## config.mk

```make
export PLATFORM = sky130hd
export DESIGN_NAME = lru_key_value_cache
export DESIGN_NICKNAME = d
export VERILOG_FILES = /design/src/rtl/lkv_pkg.sv /design/src/rtl/lkv_ram.sv /design/src/rtl/lru_key_value_cache.sv
export SDC_FILE = /design/constraint.sdc
export NUM_CORES = 1
export LEC_CHECK = 0
export BUFFER_PORTS_ARGS = -buffer_cell sky130_fd_sc_hd__buf_4
export CORE_ASPECT_RATIO = 1.1
export CORE_MARGIN = 2
export CORE_UTILIZATION = 55
export CTS_CLUSTER_SIZE = 12
export DETAILED_ROUTE_END_ITERATION = 8
export GPL_TIMING_DRIVEN = 1
export PLACE_DENSITY = 0.7
export SLEW_MARGIN = 20
export SYNTH_ARGS = -nofsm -noshare
export SYNTH_HDL_FRONTEND = slang
export SYNTH_SLANG_ARGS = --single-unit
```

## constraint.sdc

```tcl
create_clock -name clk -period 9.4 [get_ports clk]
set_clock_uncertainty 0.1 [all_clocks]
set_input_delay 0 -clock clk [delete_from_list [all_inputs] [get_ports clk]]
set_output_delay 0 -clock clk [all_outputs]
set_load 0.01 [all_outputs]
```

## src/rtl/lkv_pkg.sv

```systemverilog
// Shared types and constants for the LRU key/value cache.
// No dependencies; imported by the cache top level and the bench.
`timescale 1ns / 1ps

package lkv_pkg;

    // Field widths fixed by the request and result format
    localparam int KEY_W = 32;
    localparam int VAL_W = 32;
    localparam int CAP_W = 5;

    // Capacity register value after reset
    localparam logic [CAP_W-1:0] CAP_RESET = 5'd16;

    // Operation codes
    typedef enum logic
    {
        CMD_GET = 1'b0,
        CMD_PUT = 1'b1
    } cmd_t;

    // Sequencer states
    typedef enum logic [1:0]
    {
        ST_IDLE   = 2'd0,
        ST_SCAN   = 2'd1,
        ST_DRAIN  = 2'd2,
        ST_COMMIT = 2'd3
    } state_t;

endpackage

```

## src/rtl/lkv_ram.sv

```systemverilog
// Generic single-write, single-read RAM with registered read data.
// Depends on nothing; used for the key/value store of the cache.
`timescale 1ns / 1ps

module lkv_ram #(
    parameter int WIDTH = 64,
    parameter int DEPTH = 16
) (
    input  logic                                   clk,
    input  logic                                   wr_en,
    input  logic [(DEPTH > 1 ? $clog2(DEPTH) : 1)-1:0] wr_addr,
    input  logic [WIDTH-1:0]                       wr_data,
    input  logic [(DEPTH > 1 ? $clog2(DEPTH) : 1)-1:0] rd_addr,
    output logic [WIDTH-1:0]                       rd_data
);

    logic [WIDTH-1:0] mem [DEPTH];

    // Write port and registered read port
    always_ff @(posedge clk)
    begin
        if (wr_en)
        begin
            mem[wr_addr] <= wr_data;
        end
        rd_data <= mem[rd_addr];
    end

endmodule

```

## src/rtl/lru_key_value_cache.sv

```systemverilog
// Top level of the fully associative LRU key/value cache.
// Depends on lkv_pkg and lkv_ram (key/value store).
//
// A request runs through the scan, drain and commit states; the result is registered
// after the commit. busy holds from the scan through the commit, so a new request is taken
// only once idle; the scan reads one entry a cycle through the single key comparator.
// Results are strobed for one cycle on done; the receiver cannot stall.
// Reset (rst_n low, asynchronous) clears valid bits, ranks, the live count and sets
// the capacity to 16; the RAM is not cleared and needs no clearing pass.
`timescale 1ns / 1ps

module lru_key_value_cache #(
    parameter int ENTRIES = 16
) (
    input  logic                              clk,
    input  logic                              rst_n,
    // Request channel
    input  logic                              start,
    output logic                              busy,
    input  logic                              cmd,
    input  logic signed [lkv_pkg::KEY_W-1:0]  lookup_key,
    input  logic signed [lkv_pkg::VAL_W-1:0]  store_value,
    // Result strobe
    output logic                              done,
    output logic                              found,
    output logic signed [lkv_pkg::VAL_W-1:0]  read_value,
    output logic                              evicted,
    output logic signed [lkv_pkg::KEY_W-1:0]  evicted_key,
    // Capacity register write channel
    input  logic                              cfg_valid,
    output logic                              cfg_ready,
    input  logic [lkv_pkg::CAP_W-1:0]         cfg_data
);

    import lkv_pkg::*;

    localparam int IDX_W  = (ENTRIES > 1) ? $clog2(ENTRIES) : 1;
    localparam int RANK_W = IDX_W;
    localparam int CNT_W  = $clog2(ENTRIES + 1);
    localparam int CMP_W  = (CNT_W > CAP_W) ? CNT_W : CAP_W;
    localparam int WORD_W = KEY_W + VAL_W;

    // Sequencer and request registers
    state_t                  state_reg, state_next;
    cmd_t                    req_cmd_reg;
    logic [KEY_W-1:0]        req_key_reg;
    logic [VAL_W-1:0]        req_val_reg;
    logic [CAP_W-1:0]        cap_reg;

    // Per-entry status
    logic [ENTRIES-1:0]      valid_reg;
    logic [RANK_W-1:0]       rank_reg [ENTRIES];
    logic [CNT_W-1:0]        live_reg;

    // Scan bookkeeping
    logic [IDX_W-1:0]        scan_idx_reg;
    logic [IDX_W-1:0]        cmp_idx_reg;
    logic                    cmp_valid_reg;
    logic                    hit_reg;
    logic [IDX_W-1:0]        hit_slot_reg;
    logic [RANK_W-1:0]       hit_rank_reg;
    logic [VAL_W-1:0]        hit_val_reg;
    logic                    free_found_reg;
    logic [IDX_W-1:0]        free_slot_reg;
    logic [IDX_W-1:0]        victim_slot_reg;
    logic [KEY_W-1:0]        victim_key_reg;

    // Result registers
    logic                    done_reg;
    logic                    found_reg;
    logic [VAL_W-1:0]        read_value_reg;
    logic                    evicted_reg;
    logic [KEY_W-1:0]        evicted_key_reg;

    // Control decoded from the state
    logic                    accept;
    logic                    scanning;
    logic                    comparing;
    logic                    committing;

    // RAM ports
    logic                    ram_wr_en;
    logic [IDX_W-1:0]        ram_wr_addr;
    logic [WORD_W-1:0]       ram_wr_data;
    logic [WORD_W-1:0]       ram_rd_data;
    logic [KEY_W-1:0]        rd_key;
    logic [VAL_W-1:0]        rd_val;

    // Commit decisions
    logic [CMP_W-1:0]        cap_ext;
    logic [CMP_W-1:0]        eff_cap;
    logic                    full;
    logic [RANK_W-1:0]       victim_rank;
    logic                    do_insert;
    logic                    do_evict;
    logic                    do_update;
    logic [IDX_W-1:0]        commit_slot;

    assign accept    = start && (state_reg == ST_IDLE);
    assign busy      = (state_reg != ST_IDLE);
    assign cfg_ready = 1'b1;

    // Next state
    always_comb
    begin
        state_next = state_reg;
        case (state_reg)
            ST_IDLE:
            begin
                if (start)
                begin
                    state_next = ST_SCAN;
                end
            end
            ST_SCAN:
            begin
                if (scan_idx_reg == IDX_W'(ENTRIES - 1))
                begin
                    state_next = ST_DRAIN;
                end
            end
            ST_DRAIN:  state_next = ST_COMMIT;
            ST_COMMIT: state_next = ST_IDLE;
            default:   state_next = ST_IDLE;
        endcase
    end

    // State outputs
    always_comb
    begin
        scanning   = 1'b0;
        comparing  = 1'b0;
        committing = 1'b0;
        case (state_reg)
            ST_SCAN:
            begin
                scanning  = 1'b1;
                comparing = cmp_valid_reg;
            end
            ST_DRAIN:
            begin
                comparing = cmp_valid_reg;
            end
            ST_COMMIT:
            begin
                committing = 1'b1;
            end
            default:
            begin
                scanning   = 1'b0;
            end
        endcase
    end

    always_ff @(posedge clk or negedge rst_n)
    begin
        if (!rst_n)
        begin
            state_reg <= ST_IDLE;
        end
        else
        begin
            state_reg <= state_next;
        end
    end

    // Capacity register
    always_ff @(posedge clk or negedge rst_n)
    begin
        if (!rst_n)
        begin
            cap_reg <= CAP_RESET;
        end
        else if (cfg_valid && cfg_ready)
        begin
            cap_reg <= cfg_data;
        end
    end

    // Hold the request for the length of the operation
    always_ff @(posedge clk)
    begin
        if (accept)
        begin
            req_cmd_reg <= cmd_t'(cmd);
            req_key_reg <= lookup_key;
            req_val_reg <= store_value;
        end
    end

    // Clamp capacity to 1 .. ENTRIES and decide whether an insert must evict
    assign cap_ext     = CMP_W'(cap_reg);
    assign eff_cap     = (cap_ext == '0) ? CMP_W'(1) :
                         ((cap_ext > CMP_W'(ENTRIES)) ? CMP_W'(ENTRIES) : cap_ext);
    assign full        = (CMP_W'(live_reg) >= eff_cap);
    assign victim_rank = RANK_W'(live_reg - CNT_W'(1));

    assign {rd_key, rd_val} = ram_rd_data;

    // Advance the scan address; the compare stage works on it in the following cycle
    always_ff @(posedge clk or negedge rst_n)
    begin
        if (!rst_n)
        begin
            scan_idx_reg  <= '0;
            cmp_idx_reg   <= '0;
            cmp_valid_reg <= 1'b0;
        end
        else
        begin
            cmp_valid_reg <= scanning;
            cmp_idx_reg   <= scan_idx_reg;
            if (accept)
            begin
                scan_idx_reg <= '0;
            end
            else if (scanning)
            begin
                scan_idx_reg <= scan_idx_reg + IDX_W'(1);
            end
        end
    end

    // Shared comparator: match key, spot the least recent entry and the first free slot
    always_ff @(posedge clk or negedge rst_n)
    begin
        if (!rst_n)
        begin
            hit_reg        <= 1'b0;
            free_found_reg <= 1'b0;
        end
        else if (accept)
        begin
            hit_reg        <= 1'b0;
            free_found_reg <= 1'b0;
        end
        else if (comparing)
        begin
            if (valid_reg[cmp_idx_reg] && (rd_key == req_key_reg))
            begin
                hit_reg <= 1'b1;
            end
            if (!valid_reg[cmp_idx_reg] && !free_found_reg)
            begin
                free_found_reg <= 1'b1;
            end
        end
    end

    always_ff @(posedge clk)
    begin
        if (comparing)
        begin
            if (valid_reg[cmp_idx_reg] && (rd_key == req_key_reg))
            begin
                hit_slot_reg <= cmp_idx_reg;
                hit_rank_reg <= rank_reg[cmp_idx_reg];
                hit_val_reg  <= rd_val;
            end
            if (valid_reg[cmp_idx_reg] && (rank_reg[cmp_idx_reg] == victim_rank))
            begin
                victim_slot_reg <= cmp_idx_reg;
                victim_key_reg  <= rd_key;
            end
            if (!valid_reg[cmp_idx_reg] && !free_found_reg)
            begin
                free_slot_reg <= cmp_idx_reg;
            end
        end
    end

    // Decide the commit action
    assign do_insert   = committing && !hit_reg && (req_cmd_reg == CMD_PUT);
    assign do_evict    = do_insert && full;
    assign do_update   = committing && hit_reg;
    assign commit_slot = hit_reg ? hit_slot_reg :
                         (full ? victim_slot_reg : free_slot_reg);

    assign ram_wr_en   = do_insert || (do_update && (req_cmd_reg == CMD_PUT));
    assign ram_wr_addr = commit_slot;
    assign ram_wr_data = {req_key_reg, req_val_reg};

    // Update valid bits, recency ranks and the live count
    always_ff @(posedge clk or negedge rst_n)
    begin
        if (!rst_n)
        begin
            valid_reg <= '0;
            live_reg  <= '0;
            for (int i = 0; i < ENTRIES; i++)
            begin
                rank_reg[i] <= '0;
            end
        end
        else if (do_insert || do_update)
        begin
            for (int i = 0; i < ENTRIES; i++)
            begin
                if (IDX_W'(i) == commit_slot)
                begin
                    rank_reg[i] <= '0;
                end
                else if (valid_reg[i] && (do_insert || (rank_reg[i] < hit_rank_reg)))
                begin
                    rank_reg[i] <= rank_reg[i] + RANK_W'(1);
                end
            end
            if (do_insert)
            begin
                valid_reg[commit_slot] <= 1'b1;
                if (!full)
                begin
                    live_reg <= live_reg + CNT_W'(1);
                end
            end
        end
    end

    // Result strobe
    always_ff @(posedge clk or negedge rst_n)
    begin
        if (!rst_n)
        begin
            done_reg <= 1'b0;
        end
        else
        begin
            done_reg <= committing;
        end
    end

    always_ff @(posedge clk)
    begin
        if (committing)
        begin
            found_reg       <= hit_reg;
            read_value_reg  <= (hit_reg && (req_cmd_reg == CMD_GET)) ? hit_val_reg : '0;
            evicted_reg     <= do_evict;
            evicted_key_reg <= do_evict ? victim_key_reg : '0;
        end
    end

    assign done        = done_reg;
    assign found       = found_reg;
    assign read_value  = read_value_reg;
    assign evicted     = evicted_reg;
    assign evicted_key = evicted_key_reg;

    // Key/value store
    lkv_ram #(
        .WIDTH (WORD_W),
        .DEPTH (ENTRIES)
    ) u_store (
        .clk     (clk),
        .wr_en   (ram_wr_en),
        .wr_addr (ram_wr_addr),
        .wr_data (ram_wr_data),
        .rd_addr (scan_idx_reg),
        .rd_data (ram_rd_data)
    );

    // Live count tracks the valid bits
    a_live_count: assert property (@(posedge clk) disable iff (!rst_n)
        $countones(valid_reg) == int'(live_reg))
        else $error("live count out of step with valid bits");

    // A result is strobed only after a commit
    a_done_after_commit: assert property (@(posedge clk) disable iff (!rst_n)
        done |-> $past(state_reg == ST_COMMIT))
        else $error("result strobe without commit");

    // An accepted request makes the block busy
    a_busy_after_start: assert property (@(posedge clk) disable iff (!rst_n)
        (start && !busy) |=> busy)
        else $error("request accepted but block not busy");

    // An eviction never reports a found key
    a_evict_on_miss: assert property (@(posedge clk) disable iff (!rst_n)
        (done && evicted) |-> !found)
        else $error("eviction reported on a hit");

endmodule

```

==> results.md <==
* Core Util, Final at 0.644
* Critical Path Max Stage Delay at slightly below 800 ps
* R2R Path End: u_store.mem[14][49]$_DFFE_PP_
* Max FFs per register at slightly above 1000
* H-tree depth at 4
* Reg2reg start: cap_ext[1]$_DFFE_PN0P_
* Layout cells sized above 1 at 0.250
* Tcrit/Tclk final at 0.514
* Initial core utilization at 0.556
* Core area at between 0.09 and 0.1 sq mm
* Synth Area per Inst at approximately 21 sq um
* Number of port buffers at around 140
* # IOs at approximately 140
* Initial DRC Count at 3152
* Reg2reg setup slack at roughly 4600 ps
* Reg2reg path depth at 13
* TritonCTS clock tree: yes
* Via density at between 6 and 7
* Cell repeated most along the worst path: buf_4
* Post-Syn Area at around 0.054 sq mm
* Chip Height at ~330 microns
* Gpl congestion at 0.871
* Largest net degree at the start of global routing at slightly above 70
* Synth warn at 0
* Hold Crit Start: start
* WS Path Type: reg2reg
* WP data required at a little under 10000 ps
* Max VDD drop at between 0.2 and 0.3 mV
* Final ANT Viol Nets at 0
* Outcome: complete, no violations
* Setup violators final at 0
* Final Max Tran Viols at 0
* Post-synthesis register bit count at ~1400
* Sequential area share after synthesis at 0.755
* Cells after Synth at roughly 2600
* Routed wire length per instance at roughly 27 microns
* Hold Path Class: in2reg
* Reg clk slew, reported paths at approximately 60 ps
* CP cell instances: nor3_1 -> nor2_1 -> nor2_1 -> ha_1 -> nor2b_1 -> o221ai_4 -> buf_4 -> a221oi_4 -> o2bb2ai_1 -> or2_1 -> nor3_2 -> buf_4 -> buf_4
* Total Routed Length at 119000 microns
* Leak at between 20 and 25 nW
* Ys flop type: edfxtp_1
* Asr flop ratio synth at 0.0741
* Fin crit period at about 4800 ps
* First-pass GRT wire length at approximately 180000 microns
* Via count at 27039
* RSZ-0062 raised after global routing: false
* Gr ovfl total at 0
* CP top delay family: buffers and inverters
* Count of buffer and inverter cells on the critical path at 3
* Power Density at ~270 mW/mm^2
* Dominant cells by area after synthesis: edfxtp_1, mux4_2, dfrtp_1
* Placed wire-length estimate at approximately 66000 microns
* TNS Setup at 0 ps
* Worst-path fanout max at 44
* MaxCap Viol Count at 0
* Post-Syn Nets at between 2000 and 3000
* Slowest CP cell: buf_4
* DP Area at 0.0570 sq mm
* Final Power at around 17 mW
* CTS Hold Buffers Added at 148
* Count leader, synth: edfxtp_1
* Max-slew headroom at the worst pin at 0.284
* Cell row count at 120
* Worst hold path endpoint: state_reg[0]$_DFFE_PN0P_
* Post-synth top area share at 0.683
* Slew @ Worst Pin at approximately 1100 ps
* Synth cell count leaders: edfxtp_1, mux4_2, dfrtp_1
* CP Data Arrival Time at roughly 5100 ps
* Synth unique cells at 65
* Initial antenna violation count at 3
* Residual DRC at 0
* Design area at between 0.06 and 0.07 sq mm
* Post-CTS setup buffer count at 0
* Post-Layout Cell Count at between 4000 and 5000
* TritonCTS buffer count at around 140
* Vias in the first global route at 28212
* Worst Setup Start Kind: register
* Synth area leader: edfxtp_1
* Clock tree sinks at 1403
* Clock tree buffer depth at 3
* Layout area overhead at 15.8%
* Hold Path Depth at 4
* Hold Fails Final Rpt at 0
* Placed Cells at between 3000 and 4000
* Final nets at 3133
* 1st-pass router iterations at 6
* Die X-Extent at 304 microns
* CP endpoint kind: register
* GRT Overall Usage at 0.239
* F_max at 207 MHz
* Post-synth EDFFs at 1235
* CTS resizes at 0
* Root buf cell: clkbuf_16
* Clk_lat worst skew at ~740 ps
* Die area at 0.101 sq mm
[area by class of cell]
class	count	area [sq um]
fillers	6484	34700
flip-flops and latches	1403	41000
well taps	1281	1600
clock inverters	32	272
inverters	14	52.6
multi-input cells	1073	12900
clock buffers	226	4040
repair buffers	348	3010
diodes	3	7.51
[metrics by stage]
| step | setup WS (ps) | hold WS, ps |
|---|---|---|
| 2_1_floorplan | 1640 | -396 |
| 3_3_place_gp | 4700 | -52.1 |
| 3_5_place_dp | 4530 | -34.7 |
| 4_1_cts | 4490 | 159 |
| 5_1_grt | 4260 | 205 |
| 6_report | 4570 | 192 |
[kinds of logic after synthesis]
| kind of cell | count (synthesis) | share of synthesized area |
|---|---|---|
| buffers and inverters | 130 | 0.0100 |
| other | 1 | 0.0000691 |
| AOI/OAI and AO/OA | 180 | 0.0244 |
| muxes | 360 | 0.146 |
| xor gates and xnor gates | 45 | 0.00726 |
| adders and majority gates | 77 | 0.0178 |
| DFF | 1403 | 0.755 |
| and+or+nand+nor | 410 | 0.0398 |
[routing by layer]
metal	routed length, microns	share of wire	global-route usage	up-vias
li1	-	-	-	11489
met2	59900	0.50	0.393	1107
met3	7730	0.065	0.0423	229
met1	47600	0.40	0.327	14212
met5	13	0.00011	0	-
met4	3540	0.030	0.0818	2
[worst min-delay path, cell delays in order]
cell and delay (ps):
dlygate4sd3_1 540, buf_4 150, a2bb2oi_1 150, o21ai_0 150
[placed cells by master, fill, tap and decap left out, types with 5 or more instances in the layout]
| master | n |
|---|---|
| dfrtp_1 | 99 |
| o21bai_1 | 5 |
| mux4_2 | 343 |
| dfxtp_1 | 64 |
| nor4_1 | 10 |
| ha_1 | 76 |
| nand3_1 | 30 |
| xor2_1 | 36 |
| o21ai_0 | 34 |
| mux2i_1 | 10 |
| nand2_1 | 96 |
| clkinv_2 | 8 |
| clkbuf_16 | 146 |
| a21o_1 | 54 |
| o211ai_1 | 5 |
| clkinv_8 | 5 |
| clkbuf_1 | 71 |
| nor2_1 | 59 |
| xnor2_1 | 9 |
| mux2_2 | 6 |
| clkinv_1 | 12 |
| and2_1 | 32 |
| buf_4 | 199 |
| nand2b_1 | 23 |
| clkbuf_8 | 9 |
| dlygate4sd3_1 | 147 |
| a2bb2oi_1 | 5 |
| nor3b_1 | 9 |
| nand4_1 | 18 |
| inv_1 | 14 |
| nor2_4 | 5 |
| a31oi_1 | 17 |
| nor3_2 | 20 |
| edfxtp_1 | 1235 |
| a21oi_1 | 12 |
| or4_1 | 6 |
| and3_1 | 41 |
| a32o_1 | 8 |
| nor3_1 | 32 |
[how the worst max path moves through the flow]
stage,slack (ps),depth (start not counted),startpoint,endpoint
floorplan,1640,4,state_reg[0]$_DFFE_PN0P_,u_store.mem[12][0]$_DFFE_PP_
global placement,4700,13,cap_ext[1]$_DFFE_PN0P_,u_store.mem[14][53]$_DFFE_PP_
detailed placement,4530,13,cap_ext[1]$_DFFE_PN0P_,u_store.mem[14][51]$_DFFE_PP_
CTS,4490,13,cap_ext[1]$_DFFE_PN0P_,u_store.mem[14][51]$_DFFE_PP_
global route,4260,13,cap_ext[2]$_DFFE_PN0P_,u_store.mem[14][52]$_DFFE_PP_
finish,4570,13,cap_ext[1]$_DFFE_PN0P_,u_store.mem[14][49]$_DFFE_PP_
[power breakdown]
group	switching, mW	total [mW]	internal (mW)
Sequential	0.613	8.17	7.55
Clock	2.26	5.25	2.99
Combinational	1.76	3.50	1.74
Total	4.64	16.9	12.3
Power figures use the tool's default switching activity.
